[config.mk]
export PLATFORM = sky130hd
export DESIGN_NAME = azbs_queue
export DESIGN_NICKNAME = d
export VERILOG_FILES = /design/src/rtl/azbs_pkg.sv /design/src/rtl/azbs_queue.sv
export SDC_FILE = /design/constraint.sdc
export NUM_CORES = 1
export LEC_CHECK = 0
export BUFFER_PORTS_ARGS = -buffer_cell sky130_fd_sc_hd__buf_2
export CORE_MARGIN = 2
export CORE_UTILIZATION = 50
export CTS_BUF_LIST = sky130_fd_sc_hd__clkbuf_16
export CTS_CLUSTER_DIAMETER = 50
export DETAILED_ROUTE_END_ITERATION = 7
export PLACE_DENSITY = 0.71
export SYNTH_ARGS = -nofsm -noshare
export SYNTH_HDL_FRONTEND = slang
export SYNTH_SLANG_ARGS = --single-unit
[constraint.sdc]
create_clock -name aclk -period 7.1 [get_ports aclk]
set_input_delay 1.42 -clock aclk [delete_from_list [all_inputs] [get_ports aclk]]
set_output_delay 1.42 -clock aclk [all_outputs]
set_load 0.05 [all_outputs]
[src/rtl/azbs_pkg.sv]
// Shared types, constants and helper functions for the azimuth bin selector.
// No dependencies; imported by every module of the block.
package azbs_pkg;

    // Limits of the configuration
    localparam int MAX_BINS          = 1024;
    localparam int MAX_AZIMUTH       = 255;
    localparam int AZBS_CORDIC_STEPS = 16;

    // Register indexes on the configuration port
    localparam logic [1:0] REG_NUM_BINS     = 2'd0;
    localparam logic [1:0] REG_BETA_STEPS   = 2'd1;
    localparam logic [1:0] REG_CENTER_POS   = 2'd2;
    localparam logic [1:0] REG_WINDOW_WIDTH = 2'd3;

    // Task queue depth
    localparam int Q_DEPTH = 4;

    // Datapath widths: x/y carry 8 guard bits, angle has 2^31 = pi
    localparam int XW = 36;
    localparam int AW = 34;

    // 1/K of the CORDIC in Q0.30
    localparam logic [29:0] KINV_Q30 = 30'd652032874;

    localparam logic signed [XW-1:0] OUT_MAX_X = 36'sd16777215;

    // atan(2^-i) with 2^31 = pi
    localparam logic [31:0] ATAN_TAB [24] = '{
        32'h20000000, 32'h12E4051E, 32'h09FB385B, 32'h051111D4,
        32'h028B0D43, 32'h0145D7E1, 32'h00A2F61E, 32'h00517C55,
        32'h0028BE53, 32'h00145F2F, 32'h000A2F98, 32'h000517CC,
        32'h00028BE6, 32'h000145F3, 32'h0000A2FA, 32'h0000517D,
        32'h000028BE, 32'h0000145F, 32'h00000A30, 32'h00000518,
        32'h0000028C, 32'h00000146, 32'h000000A3, 32'h00000051
    };

    typedef struct packed {
        logic [10:0] num_bins;
        logic [7:0]  beta_steps;
        logic [7:0]  center_pos;
        logic [7:0]  window_width;
    } azbs_cfg_t;

    typedef struct packed {
        logic [15:0] right_phase;
        logic [15:0] left_phase;
        logic [23:0] right_mag;
        logic [23:0] left_mag;
    } azbs_item_t;

    // Per-bin bookkeeping that rides along the rotation pipeline
    typedef struct packed {
        logic [9:0] bin_index;
        logic       sel;
        logic       last;
        logic       dc_nyq;
    } azbs_tag_t;

    // One bin handed from the front to the back
    typedef struct packed {
        azbs_tag_t   tag;
        logic [23:0] mag;
        logic [15:0] phase;
    } azbs_task_t;

    typedef struct packed {
        logic [9:0]         bin_index;
        logic signed [24:0] real_part;
        logic signed [24:0] imag_part;
        logic               selected;
        logic               last_bin;
    } azbs_result_t;

    // Round away 8 guard bits to nearest and saturate to +-(2^24-1)
    function automatic logic signed [24:0] azbs_round_sat(input logic signed [XW-1:0] v);
        logic signed [XW-1:0] t;
        t = (v + 36'sd128) >>> 8;
        if (t > OUT_MAX_X) begin
            t = OUT_MAX_X;
        end else if (t < -OUT_MAX_X) begin
            t = -OUT_MAX_X;
        end
        return t[24:0];
    endfunction

endpackage

[src/rtl/azbs_queue.sv]
// Short task queue between the front and back parts.
// Depends on azbs_pkg for the task type and depth.
module azbs_queue (
    input  logic                 aclk,
    input  logic                 aresetn,
    input  logic                 push,
    input  azbs_pkg::azbs_task_t push_task,
    output logic                 has_room,
    input  logic                 pop,
    output logic                 not_empty,
    output azbs_pkg::azbs_task_t head_task
);
    import azbs_pkg::*;

    localparam int PW = $clog2(Q_DEPTH);
    localparam int CW = $clog2(Q_DEPTH + 1);

    azbs_task_t    mem_reg [Q_DEPTH];
    logic [PW-1:0] wr_ptr_reg, rd_ptr_reg;
    logic [CW-1:0] count_reg, count_next;

    assign has_room  = count_reg < CW'(Q_DEPTH);
    assign not_empty = count_reg != '0;
    assign head_task = mem_reg[rd_ptr_reg];

    always_comb begin
        count_next = count_reg;
        if (push && !pop) begin
            count_next = count_reg + CW'(1);
        end else if (pop && !push) begin
            count_next = count_reg - CW'(1);
        end
    end

    // Move pointers and fill count
    always_ff @(posedge aclk) begin
        if (!aresetn) begin
            wr_ptr_reg <= '0;
            rd_ptr_reg <= '0;
            count_reg  <= '0;
        end else begin
            count_reg <= count_next;
            if (push) begin
                wr_ptr_reg <= wr_ptr_reg + PW'(1);
            end
            if (pop) begin
                rd_ptr_reg <= rd_ptr_reg + PW'(1);
            end
        end
    end

    always_ff @(posedge aclk) begin
        if (push) begin
            mem_reg[wr_ptr_reg] <= push_task;
        end
    end

endmodule

==> impl_metrics.ini <==
[outcome]
outcome = completed

[clock_tree]
cts_tree = done
clkTransAtPathRegs_ns = 0.06
clock_tree.htree_level_count = 1
ctsHoldBuffers = 0
cts_resized = 0
clock_sinks = 221
cts_root_buf = clkbuf_16
cts_buffers = 23
post-cts-setup-buffer-count = 0
clockBufferDepth = 3
worstSkewPairLatency_ns = 0.49

[pwr]
p_per_area_mw_per_mm2 = 316.5
seq_power_share_pct = 50.7
switching_share_pct = 24.92
cellInternalPower_mw = 2.274
pwr-share-clk_pct = 36.2
pwr-share-comb_pct = 13.2
net-switching-power_mw = 0.7550
ir_drop_mv = 0.2012
leakage_nw = 3.273

[drt]
routed_wirelength_um = 13960
drt_iter0_drc = 214
post_drt_via_cell_ratio = 5.391
wl_per_cell_um = 20.62
ant_nets = 0
vias = 3650
drc = 0
dr.pass1.iters = 4

[final_layout]
largest_reg_flops = 212
finalCoreUtilization_pct = 60.25
n_fill_cell = 1145
finalNonFillerCells = 677
nNetsFinal = 512
diodes = 0
layout_common_cells = edfxtp_1, buf_2, mux4_2
drive_gt1_share_pct = 43.17
layout_commonest_cell = edfxtp_1
syn_to_final_growth_pct = 17.37

[logic_synthesis]
synth_seq_cells = 221
avgSynthCellArea_um2 = 25.48
synthesis.area_mm2 = 0.008154
yosysWarnings = 0
syn_nets = 383
yosysUniqueCellTypes = 20
syn_inst = 320
synth.yosys.seq_area_share_pct = 80.28

[sta]
finalMaxSlewViolations = 0
whs_ns = 0.5236
tns_ns = 0
fin_crit_sh_pct = 54.80
period_minus_slack_ns = 3.891
finalHoldViolCount = 0
clock.fmax_ghz = 0.2570
setup_viol_count_final = 0
rsz0062_at_grt = false
relSlewSlack_pct = 28.08
finalClockSkew_ns = 0.005438
worst_slack_ns = 3.209
tightest_slew_ns = 1.079

[placement]
place_congestion = 0.6543
hpwlAfterDp_um = 8184
port_buffers = 111
post-place-ws_ns = 3.618
dp.cells = 640

[worst_hold_path]
whs_endpoint = count_reg[2]
hold_depth = 2
hold_path.startpoint = count_reg[2]
hold_class = flip-flop to flip-flop

[setup_path]
cp.required_ns = 5.68
timing.rr.start = wr_ptr_reg[0]
path_buf_inv = 1
crit_family = flip-flops
critPathKind = flip-flop to output pin
cp.arrival_ns = 2.47
critPathMaxStageDelay_ns = 1.08
cp_slowest_cell = dfxtp_4
start_kind = flip-flop
reg2reg_depth = 4
path_cells = mux4_1 > buf_2
end_kind = output pin
reg2reg_to = mem_reg[2][52]
r2r_slack_ns = 5.04
crit_fanout = 53

[die]
fp.dieArea_mm2 = 0.01735
coreArea_mm2 = 0.01589
initial_core_util_pct = 51.33
io_pins = 112
die_y_um = 131.7
rows = 46
fp.dieW_um = 131.7

[global_routing]
grt_pass1_vias = 3983
overflow = 0
grt_max_degree = 54
antenna_found_initial = 1
grt_pass1_wl_um = 21760
track_usage_pct = 16.38

[run]
cap_violations = 0
-- metrics by stage --
| stage | power (mW) | cell area [µm²] |
|---|---|---|
| finish | 3.029 | 9570 |
| global route | 3.138 | 9570 |
| CTS | 3.066 | 9570 |
| detailed placement | 1.969 | 8887 |
| global placement | 1.959 | 8887 |
| floorplan | 1.871 | 8154 |
-- kinds of logic (layout without fill, tap and decap cells) --
logic type,count (synthesis),count (layout),share of synthesized area [%]
xor+xnor,5,5,0.5372
buf+inv,17,158,1.949
fa+ha+maj,6,6,1.013
mux,55,55,15.02
simple gates,14,14,1.043
compound gates,2,2,0.1534
flops,221,221,80.28
-- worst max-delay path by stage --
stage              start       endpoint  slack, ns  cells past startpoint
2_1_floorplan       push  mem_reg[0][0]       4.00                      1
3_3_place_gp   flip-flop  head_task[44]       3.60                      2
3_5_place_dp   flip-flop  head_task[44]       3.62                      2
4_1_cts        flip-flop  head_task[44]       3.09                      2
5_1_grt        flip-flop  head_task[44]       2.99                      2
6_report       flip-flop  head_task[44]       3.21                      2
-- power groups by stage --
stage	combinational (mW)	clock, mW	sequential (mW)
CTS	0.405	1.12	1.54
global route	0.419	1.17	1.54
detailed placement	0.403	0	1.57
global placement	0.399	0	1.56
floorplan	0.333	0	1.54
finish	0.399	1.10	1.53
-- layout make-up --
| cell class | instances | area (µm²) | area share [%] |
|---|---|---|---|
| multi-input cells | 82 | 1454 | 15.19 |
| repair buffers | 116 | 593.1 | 6.197 |
| clock buffers | 23 | 575.6 | 6.014 |
| flip-flops and latches | 221 | 6551 | 68.45 |
| clock inverters | 14 | 107.6 | 1.124 |
| inverters | 5 | 18.77 | 0.1961 |
| well taps | 216 | 270.3 | 2.824 |
-- synth_stat cells --
cell,instances,share of area [%]
a21boi_0,1,0.092
and2_1,9,0.69
buf_12,5,1.2
buf_2,5,0.31
buf_6,1,0.14
clkbuf_1,1,0.046
dfxtp_1,9,2.2
edfxtp_1,212,78
fa_1,1,0.25
ha_1,5,0.77
inv_1,5,0.23
mux2i_1,2,0.25
mux4_1,3,0.97
mux4_2,50,14
nand2_1,1,0.046
nor2b_1,2,0.15
o21ai_0,1,0.061
or3_1,2,0.15
xnor2_1,2,0.21
xor2_1,3,0.32
-- routing by layer --
metal	part of all wire [%]	wire length, µm	vias up	track usage, %
met5	0	0	-	0
met1	41	5724	1920	21.11
li1	-	-	1605	-
met4	0.89	124	0	3.986
met3	5.8	809	11	3.627
met2	52	7302	114	28.71
-- worst register-to-register path, delay by kind of cell (launching register included) --
family / cells / cell delay (ns)
fa+ha+maj: 1 / 0.14
buf+inv: 2 / 0.64
flops: 1 / 0.35
simple gates: 1 / 0.57
(Power assumes the default switching activity.)
