==> src/rtl/azbs_pkg.sv <==
// Shared types, constants and helper functions for the azimuth bin selector.
// No dependencies; imported by every module of the block.
package azbs_pkg;

    // Limits of the configuration
    localparam int MAX_BINS          = 1024;
    localparam int MAX_AZIMUTH       = 255;
    localparam int AZBS_CORDIC_STEPS = 16;

    // Register indexes on the configuration port
    localparam logic [1:0] REG_NUM_BINS     = 2'd0;
    localparam logic [1:0] REG_BETA_STEPS   = 2'd1;
    localparam logic [1:0] REG_CENTER_POS   = 2'd2;
    localparam logic [1:0] REG_WINDOW_WIDTH = 2'd3;

    // Task queue depth
    localparam int Q_DEPTH = 4;

    // Datapath widths: x/y carry 8 guard bits, angle has 2^31 = pi
    localparam int XW = 36;
    localparam int AW = 34;

    // 1/K of the CORDIC in Q0.30
    localparam logic [29:0] KINV_Q30 = 30'd652032874;

    localparam logic signed [XW-1:0] OUT_MAX_X = 36'sd16777215;

    // atan(2^-i) with 2^31 = pi
    localparam logic [31:0] ATAN_TAB [24] = '{
        32'h20000000, 32'h12E4051E, 32'h09FB385B, 32'h051111D4,
        32'h028B0D43, 32'h0145D7E1, 32'h00A2F61E, 32'h00517C55,
        32'h0028BE53, 32'h00145F2F, 32'h000A2F98, 32'h000517CC,
        32'h00028BE6, 32'h000145F3, 32'h0000A2FA, 32'h0000517D,
        32'h000028BE, 32'h0000145F, 32'h00000A30, 32'h00000518,
        32'h0000028C, 32'h00000146, 32'h000000A3, 32'h00000051
    };

    typedef struct packed {
        logic [10:0] num_bins;
        logic [7:0]  beta_steps;
        logic [7:0]  center_pos;
        logic [7:0]  window_width;
    } azbs_cfg_t;

    typedef struct packed {
        logic [15:0] right_phase;
        logic [15:0] left_phase;
        logic [23:0] right_mag;
        logic [23:0] left_mag;
    } azbs_item_t;

    // Per-bin bookkeeping that rides along the rotation pipeline
    typedef struct packed {
        logic [9:0] bin_index;
        logic       sel;
        logic       last;
        logic       dc_nyq;
    } azbs_tag_t;

    // One bin handed from the front to the back
    typedef struct packed {
        azbs_tag_t   tag;
        logic [23:0] mag;
        logic [15:0] phase;
    } azbs_task_t;

    typedef struct packed {
        logic [9:0]         bin_index;
        logic signed [24:0] real_part;
        logic signed [24:0] imag_part;
        logic               selected;
        logic               last_bin;
    } azbs_result_t;

    // Round away 8 guard bits to nearest and saturate to +-(2^24-1)
    function automatic logic signed [24:0] azbs_round_sat(input logic signed [XW-1:0] v);
        logic signed [XW-1:0] t;
        t = (v + 36'sd128) >>> 8;
        if (t > OUT_MAX_X) begin
            t = OUT_MAX_X;
        end else if (t < -OUT_MAX_X) begin
            t = -OUT_MAX_X;
        end
        return t[24:0];
    endfunction

endpackage

==> src/rtl/azbs_front.sv <==
// Front part: accepts azimuth steps, keeps the first hit of each bin and
// applies the window test. Depends on azbs_pkg.
module azbs_front (
    input  logic               aclk,
    input  logic               aresetn,
    input  azbs_pkg::azbs_cfg_t  cfg,
    input  logic               accept,
    input  azbs_pkg::azbs_item_t item,
    output logic               push,
    output azbs_pkg::azbs_task_t task_out
);
    import azbs_pkg::*;

    logic [7:0]  step_reg, step_next;
    logic [9:0]  bin_reg, bin_next;
    logic        found_reg, found_next;
    logic [23:0] mag_reg, mag_next;
    logic [15:0] phase_reg, phase_next;
    logic [8:0]  az_reg, az_next;

    logic [7:0]  beta, d, hw;
    logic [6:0]  h2;
    logic [10:0] nb;
    logic        bin_end, last, can_pick, sel;
    logic signed [9:0] diff;
    logic [9:0]  adiff;

    // Clamp the configuration
    always_comb begin
        beta = (int'(cfg.beta_steps) > MAX_AZIMUTH) ? 8'(MAX_AZIMUTH) : cfg.beta_steps;
        d    = (cfg.center_pos > beta) ? beta : cfg.center_pos;
        hw   = (cfg.window_width > beta) ? beta : cfg.window_width;
        h2   = hw[7:1];
        if (cfg.num_bins < 11'd2) begin
            nb = 11'd2;
        end else if (int'(cfg.num_bins) > MAX_BINS) begin
            nb = 11'(MAX_BINS);
        end else begin
            nb = cfg.num_bins;
        end
    end

    // Pick the first nonzero magnitude, left before right
    always_comb begin
        found_next = found_reg;
        mag_next   = mag_reg;
        phase_next = phase_reg;
        az_next    = az_reg;
        can_pick   = !found_reg && (step_reg <= beta);
        if (can_pick && item.left_mag != 24'd0) begin
            found_next = 1'b1;
            mag_next   = item.left_mag;
            phase_next = item.left_phase;
            az_next    = {1'b0, step_reg};
        end else if (can_pick && item.right_mag != 24'd0) begin
            found_next = 1'b1;
            mag_next   = item.right_mag;
            phase_next = item.right_phase;
            az_next    = {beta, 1'b0} - {1'b0, step_reg};
        end
    end

    // Window test and end of bin
    always_comb begin
        bin_end = step_reg >= beta;
        last    = {1'b0, bin_reg} >= (nb - 11'd1);
        diff    = $signed({2'b00, d}) - $signed({1'b0, az_next});
        adiff   = diff[9] ? 10'(-diff) : 10'(diff);
        sel     = found_next && (adiff <= {3'b000, h2});
        step_next = bin_end ? 8'd0 : step_reg + 8'd1;
        if (bin_end) begin
            bin_next = last ? 10'd0 : bin_reg + 10'd1;
        end else begin
            bin_next = bin_reg;
        end
    end

    always_comb begin
        push                  = accept && bin_end;
        task_out.tag.bin_index = bin_reg;
        task_out.tag.sel       = sel;
        task_out.tag.last      = last;
        task_out.tag.dc_nyq    = (bin_reg == 10'd0) || last;
        task_out.mag           = mag_next;
        task_out.phase         = phase_next;
    end

    // Advance counters and drop the pick at the end of each bin
    always_ff @(posedge aclk) begin
        if (!aresetn) begin
            step_reg  <= '0;
            bin_reg   <= '0;
            found_reg <= 1'b0;
        end else if (accept) begin
            step_reg  <= step_next;
            bin_reg   <= bin_next;
            found_reg <= bin_end ? 1'b0 : found_next;
        end
    end

    always_ff @(posedge aclk) begin
        if (accept) begin
            mag_reg   <= mag_next;
            phase_reg <= phase_next;
            az_reg    <= az_next;
        end
    end

endmodule

==> config.mk <==
export PLATFORM = sky130hd
export DESIGN_NAME = azbs_front
export DESIGN_NICKNAME = d
export VERILOG_FILES = /design/src/rtl/azbs_pkg.sv /design/src/rtl/azbs_front.sv
export SDC_FILE = /design/constraint.sdc
export NUM_CORES = 1
export LEC_CHECK = 0
export BUFFER_PORTS_ARGS = -buffer_cell sky130_fd_sc_hd__buf_2
export CORE_MARGIN = 2
export CORE_UTILIZATION = 57
export DETAILED_ROUTE_END_ITERATION = 6
export PLACE_DENSITY = 0.89
export SYNTH_ARGS = -nofsm -noshare
export SYNTH_HDL_FRONTEND = slang
export SYNTH_SLANG_ARGS = --single-unit
export TNS_END_PERCENT = 100
==> constraint.sdc <==
create_clock -name aclk -period 12.45 [get_ports aclk]
set_input_delay 1.8675 -clock aclk [delete_from_list [all_inputs] [get_ports aclk]]
set_output_delay 1.8675 -clock aclk [all_outputs]
set_load 0.01 [all_outputs]
==> impl_metrics.yaml, run 1 <==
run_status:
  status: "completed"
setup_path:
  path_class: "input pin to primary output"
  critPathMostFrequentCell: "a21oi_1"
  reg2reg_from: "step_reg[1]"
  arrival_ps: 7660
  worstSetupEndpoint: "task_out[42]"
  critPathMaxStageDelay_ps: 670
  crit_path_max_fanout: 51
  crit_slowest_cell: "a21oi_1"
  r2r-end: "az_reg[8]"
  endpoint_kind: "primary output"
  crit_required_ps: 10580
  worstRegToRegCells: 8
  reg2reg_slack_ps: 9390
  startpoint_type: "input pin"
  critPathLaunch: "cfg[23]"
floorplan:
  dieArea_sq_mm: 0.0110
  fp.dieW_um: 105
  core-area_sq_mm: 0.00982
  dieHeight_um: 105
  pin_count: 172
  start_util_pct: 59.0
  num_rows: 36
clock_network:
  cts_setup_buffers: 0
  cts_sinks: 68
  clkTransAtPathRegs_ps: 80
  cts_hold_buf: 0
  ctsRootBufferMaster: "clkbuf_8"
  clk_path_buf_depth: 2
  clk_latency_ps: 350
  htree_levels: 3
  cts_made_buffers: 9
  cts_tree: "done"
  cts_resized: 0
drt:
  drt_iter0_markers: 479
  via_per_inst: 6.00
  drc: 0
  routed-via-count: 5646
  wl_per_cell_um: 17.3
  drt-total-wl_um: 16300
  ant_nets: 0
  drtPass1Iterations: 6
min_path:
  hold_path.class: "flip-flop to flip-flop"
pwr:
  power_mw: 0.740
  p_leak_nw: 3.12
  p_per_area_mw_per_mm2: 107
  power.share.clock_pct: 23.9
  p_comb_share_pct: 39.9
  internal_power_mw: 0.471
  peakVddDrop_v: 0.0000575
  switching_power_mw: 0.269
  p_sw_share_pct: 36.3
  seq_power_share_pct: 36.1
yosys:
  synth_edf_count: 49
  synthMuxAreaShare_pct: 11.5
  ys_seq_area_share_pct: 32.0
  syn-num-nets: 826
  synth_compound_area_share_pct: 17.1
  async_flop_share_pct: 0
  synth_fa_ha_area_share_pct: 13.9
  synthSimpleGateAreaFrac_pct: 17.2
  synth_seq_cells: 68
  yosysUniqueCellTypes: 63
  netlist_area_sq_mm: 0.00579
  synth_top_family_by_area: "simple AND/OR/NAND/NOR gates"
  ys_warn_count: 0
  synth_ff_type: "edfxtp_1"
  synth_xor_xnor_area_share_pct: 4.39
  syn_inst: 645
  syn_avg_cell_area_sq_um: 8.98
layout:
  largest_register_ffs: 24
  final_common_cell: "buf_2"
  fillerInstances: 784
  multi_input_area_sq_mm: 0.00372
  diodes: 0
  final_area_sq_mm: 0.00692
  final_nets: 984
  ff_latch_area_sq_mm: 0.00185
  fin_cells: 941
  synthToLayoutAreaGrowth_pct: 19.5
  drive_gt1_share_pct: 26.0
  layout_common_cells: "buf_2 (171), nand2_1 (68), o21ai_0 (63)"
global_routing:
  groute.usage.overall_pct: 28.8
  grt_max_degree: 94
  antenna_found_initial: 0
  first_global_vias: 5458
  grt_pass1_wl_um: 25700
  grt_overflow: 0
sta:
  hold_viol: 0
  fin_tns_setup_ps: 0
  period_needed_ps: 9530
  fin_crit_sh_pct: 76.6
  fin_skew_ps: 13.9
  drv_slew: 0
  worst_slew_pin_slew_ps: 962
  relSlewSlack_pct: 35.9
  final.setup.worst_slack_ps: 2920
  setup_viol: 0
  rsz0062_at_grt: "no"
  fmax_mhz: 105
placed_design:
  dpl-instance-area_sq_mm: 0.00673
  place.gp.congestion: 0.966
  place_ws_ps: 3030
  hpwl_um: 12900
  dp.cells: 925
  io_buffers: 171
run:
  maxCapViolCount: 0
==> cells in the mapped netlist (7+ instances only) <==
cell	n	area (sq um)
a21o_1	10	75.1
edfxtp_1	49	1470
o21ai_0	63	315
nand4_1	14	87.6
nor4_1	16	100
nor2b_1	10	62.6
o211ai_1	7	52.6
mux2_2	10	113
a21oi_1	26	130
inv_1	30	113
nand2_1	68	255
o21a_1	10	75.1
nor3_1	8	40.0
nor2_1	46	173
nand3_1	11	55.1
buf_2	7	35.0
clkbuf_1	16	60.1
mux2i_1	55	551
ha_1	61	763
xnor2_1	17	149
or3_1	7	43.8
xor2_1	12	105
dfxtp_1	19	380
==> routing by layer <==
metal  vias up  GRT usage (%)  part of all wire [%]
li1       2715              -                     -
met1      2598           34.0                    40
met2       281           51.6                    49
met3        52           4.49                   7.2
met4         0           12.1                   3.5
met5         -              0                     0
==> worst max-delay path, delay by kind of cell <==
family | cells | cell delay, ps
mux | 2 | 320
compound gates | 13 | 2710
buf+inv | 4 | 930
fa+ha+maj | 3 | 990
simple gates | 5 | 770
==> power by group through the flow <==
stage               registers (mW)  clock network (mW)  logic (mW)
floorplan                    0.270                   0       0.200
global placement             0.272                   0       0.278
detailed placement           0.273                   0       0.290
CTS                          0.268               0.181       0.292
global route                 0.269               0.190       0.325
finish                       0.268               0.177       0.296
==> worst min path at each step <==
stage	to	slack (ps)	depth (start not counted)	from
final	bin_reg[9]	530	2	bin_reg[9]
after global routing	bin_reg[9]	560	2	bin_reg[9]
after CTS	bin_reg[9]	530	2	bin_reg[9]
after detailed placement	bin_reg[9]	510	2	bin_reg[9]
after global placement	bin_reg[9]	510	2	bin_reg[9]
after floorplan	bin_reg[9]	530	2	bin_reg[9]
==> stage by stage <==
step           hold WS [ps]  util (%)
4_1_cts                 527      70.5
3_3_place_gp            511      68.5
5_1_grt                 556      70.5
3_5_place_dp            515      68.5
6_report                530      70.5
2_1_floorplan           530         -
==> layout make-up <==
| cell class | count | share of cell area [%] |
|---|---|---|
| clock buffer | 10 | 2.15 |
| clock inverter | 6 | 0.597 |
| inverter | 30 | 1.63 |
| multi-input combinational | 520 | 53.8 |
| sequential | 68 | 26.8 |
| tap | 133 | 2.41 |
| timing repair buffer | 174 | 12.7 |
==> logic make-up (layout without fill, tap and decap cells) <==
group | after synthesis | in the layout
xor+xnor | 29 | 29
buf+inv | 57 | 220
compound gates | 158 | 158
flops | 68 | 68
simple gates | 205 | 205
fa+ha+maj | 63 | 63
mux | 65 | 65
Note: power is estimated with default switching activity, not from simulation.
==> inputs of run 2 (changes only) <==
--- a/config.mk
+++ b/config.mk
@@ -7,9 +7,9 @@
 export LEC_CHECK = 0
 export BUFFER_PORTS_ARGS = -buffer_cell sky130_fd_sc_hd__buf_2
 export CORE_MARGIN = 2
-export CORE_UTILIZATION = 57
+export CORE_UTILIZATION = 53
 export DETAILED_ROUTE_END_ITERATION = 6
-export PLACE_DENSITY = 0.89
+export PLACE_DENSITY = 0.84
 export SYNTH_ARGS = -nofsm -noshare
 export SYNTH_HDL_FRONTEND = slang
 export SYNTH_SLANG_ARGS = --single-unit
==> constraint.sdc (replaced) <==
create_clock -name aclk -period 10 [get_ports aclk]
set_input_delay 1.5 -clock aclk [delete_from_list [all_inputs] [get_ports aclk]]
set_output_delay 1.5 -clock aclk [all_outputs]
set_load 0.01 [all_outputs]
==> run 2 against run 1 <==
First-iteration DRC count rose by 1.0%; register-to-register slack worse by 2700 ps; critical path type unchanged; global-route usage shrank 1.6 points.
==> impl_metrics.yaml, run 2 (synthesized netlist as in run 1, its figures left out) <==
run_status:
  status: "completed"
clock_network:
  cts_setup_buffers: 0
  cts_resized: 0
  ctsRootBufferMaster: "clkbuf_8"
  cts_hold_buf: 0
  clk_path_buf_depth: 2
  cts_tree: "done"
  cts_made_buffers: 9
  cts_sinks: 68
  clkTransAtPathRegs_ps: 70
  clk_latency_ps: 340
  htree_levels: 3
sta:
  worst_slew_pin_slew_ps: 894
  fin_crit_sh_pct: 87.7
  hold_viol: 0
  fmax_mhz: 114
  rsz0062_at_grt: "no"
  period_needed_ps: 8770
  holdWs_ps: 549
  fin_tns_setup_ps: 0
  fin_skew_ps: 10.6
  setup_viol: 0
  drv_slew: 0
  relSlewSlack_pct: 40.4
layout:
  final_nets: 984
  layout_common_cells: "buf_2 (171), nand2_1 (68), o21ai_0 (63)"
  final_common_cell: "buf_2"
  fillerInstances: 867
  drive_gt1_share_pct: 26.0
  largest_register_ffs: 24
  synthToLayoutAreaGrowth_pct: 20.2
  final_area_sq_mm: 0.00696
  diodes: 0
pwr:
  p_leak_nw: 3.12
  peakVddDrop_v: 0.0000745
  power_mw: 0.957
  p_per_area_mw_per_mm2: 137
setup_path:
  reg2reg_from: "step_reg[5]"
  crit_path_max_fanout: 39
  endpoint_kind: "primary output"
  crit_required_ps: 8500
  startpoint_type: "input pin"
  arrival_ps: 7270
  path_class: "input pin to primary output"
  worstRegToRegCells: 7
  worstSetupEndpoint: "task_out[42]"
  reg2reg_slack_ps: 6660
  critPathLaunch: "cfg[21]"
  r2r-end: "mag_reg[3]"
global_routing:
  grt_max_degree: 56
  grt_pass1_wl_um: 25000
  first_global_vias: 5335
  antenna_found_initial: 0
  grt_overflow: 0
  groute.usage.overall_pct: 27.1
placed_design:
  place.gp.congestion: 1.01
  dpl-instance-area_sq_mm: 0.00674
  hpwl_um: 12900
  io_buffers: 171
drt:
  ant_nets: 0
  drt_iter0_markers: 484
  drc: 0
  drt-total-wl_um: 16200
  via_per_inst: 5.98
  drtPass1Iterations: 5
  routed-via-count: 5666
  wl_per_cell_um: 17.0
floorplan:
  pin_count: 172
  core-area_sq_mm: 0.0107
  dieHeight_um: 109
  dieArea_sq_mm: 0.0118
  start_util_pct: 53.9
  fp.dieW_um: 109
  num_rows: 38
run:
  maxCapViolCount: 0
min_path:
  hold_path.class: "flip-flop to flip-flop"
==> run 2: how the worst min path moves through the flow <==
stage	cells after the start	slack (ps)	end	from
floorplan	2	530	bin_reg[9]	bin_reg[9]
global placement	2	530	bin_reg[9]	bin_reg[9]
detailed placement	2	540	bin_reg[6]	bin_reg[6]
CTS	2	550	bin_reg[6]	bin_reg[6]
global route	2	580	bin_reg[6]	bin_reg[6]
finish	2	550	bin_reg[6]	bin_reg[6]
==> run 2: critical path, stage by stage <==
cell and delay, ps:
buf_2 120, inv_1 90, ha_1 320, a211oi_1 260, nor2_1 110, nand4b_2 310, a21oi_4 720, nand2_1 160
o21a_1 150, ha_1 310, or2_2 310, a21oi_1 160, a31oi_1 80, a21oi_1 700, o311ai_0 340, ha_1 400
o21ai_0 260, a31oi_1 70, nor3_1 170, a2bb2oi_1 300, o211ai_1 160, mux2i_1 140, buf_2 140
==> run 2: layer usage <==
metal,global-route usage (%),wire length [um]
met1,31.0,6390
met4,13.4,637
met2,47.6,7810
met5,0,0
met3,6.03,1320
==> run 2: per-stage QoR <==
stage | utilization, % | cells | worst slack [ps]
4_1_cts | 64.8 | 948 | 1420
3_3_place_gp | 62.7 | 932 | 1760
5_1_grt | 64.8 | 948 | 875
3_5_place_dp | 62.7 | 932 | 1390
6_report | 64.8 | 948 | 1230
2_1_floorplan | - | 645 | 2290
==> run 2: cell type report <==
| type | count | area, sq um | area share [%] |
|---|---|---|---|
| flip-flops and latches | 68 | 1850 | 26.6 |
| multi-input cells | 520 | 3720 | 53.4 |
| clock buffers | 9 | 124 | 1.78 |
| repair buffers | 174 | 878 | 12.6 |
| well taps | 140 | 175 | 2.52 |
| inverters | 30 | 113 | 1.62 |
| clock inverters | 7 | 98.8 | 1.42 |
==> run 2: power breakdown <==
part / switching [mW] / internal (mW) / leakage (nW)
Clock: 0.109 / 0.142 / 0.110
Combinational: 0.217 / 0.156 / 2.37
Sequential: 0.00751 / 0.325 / 0.640
Total: 0.334 / 0.623 / 3.12
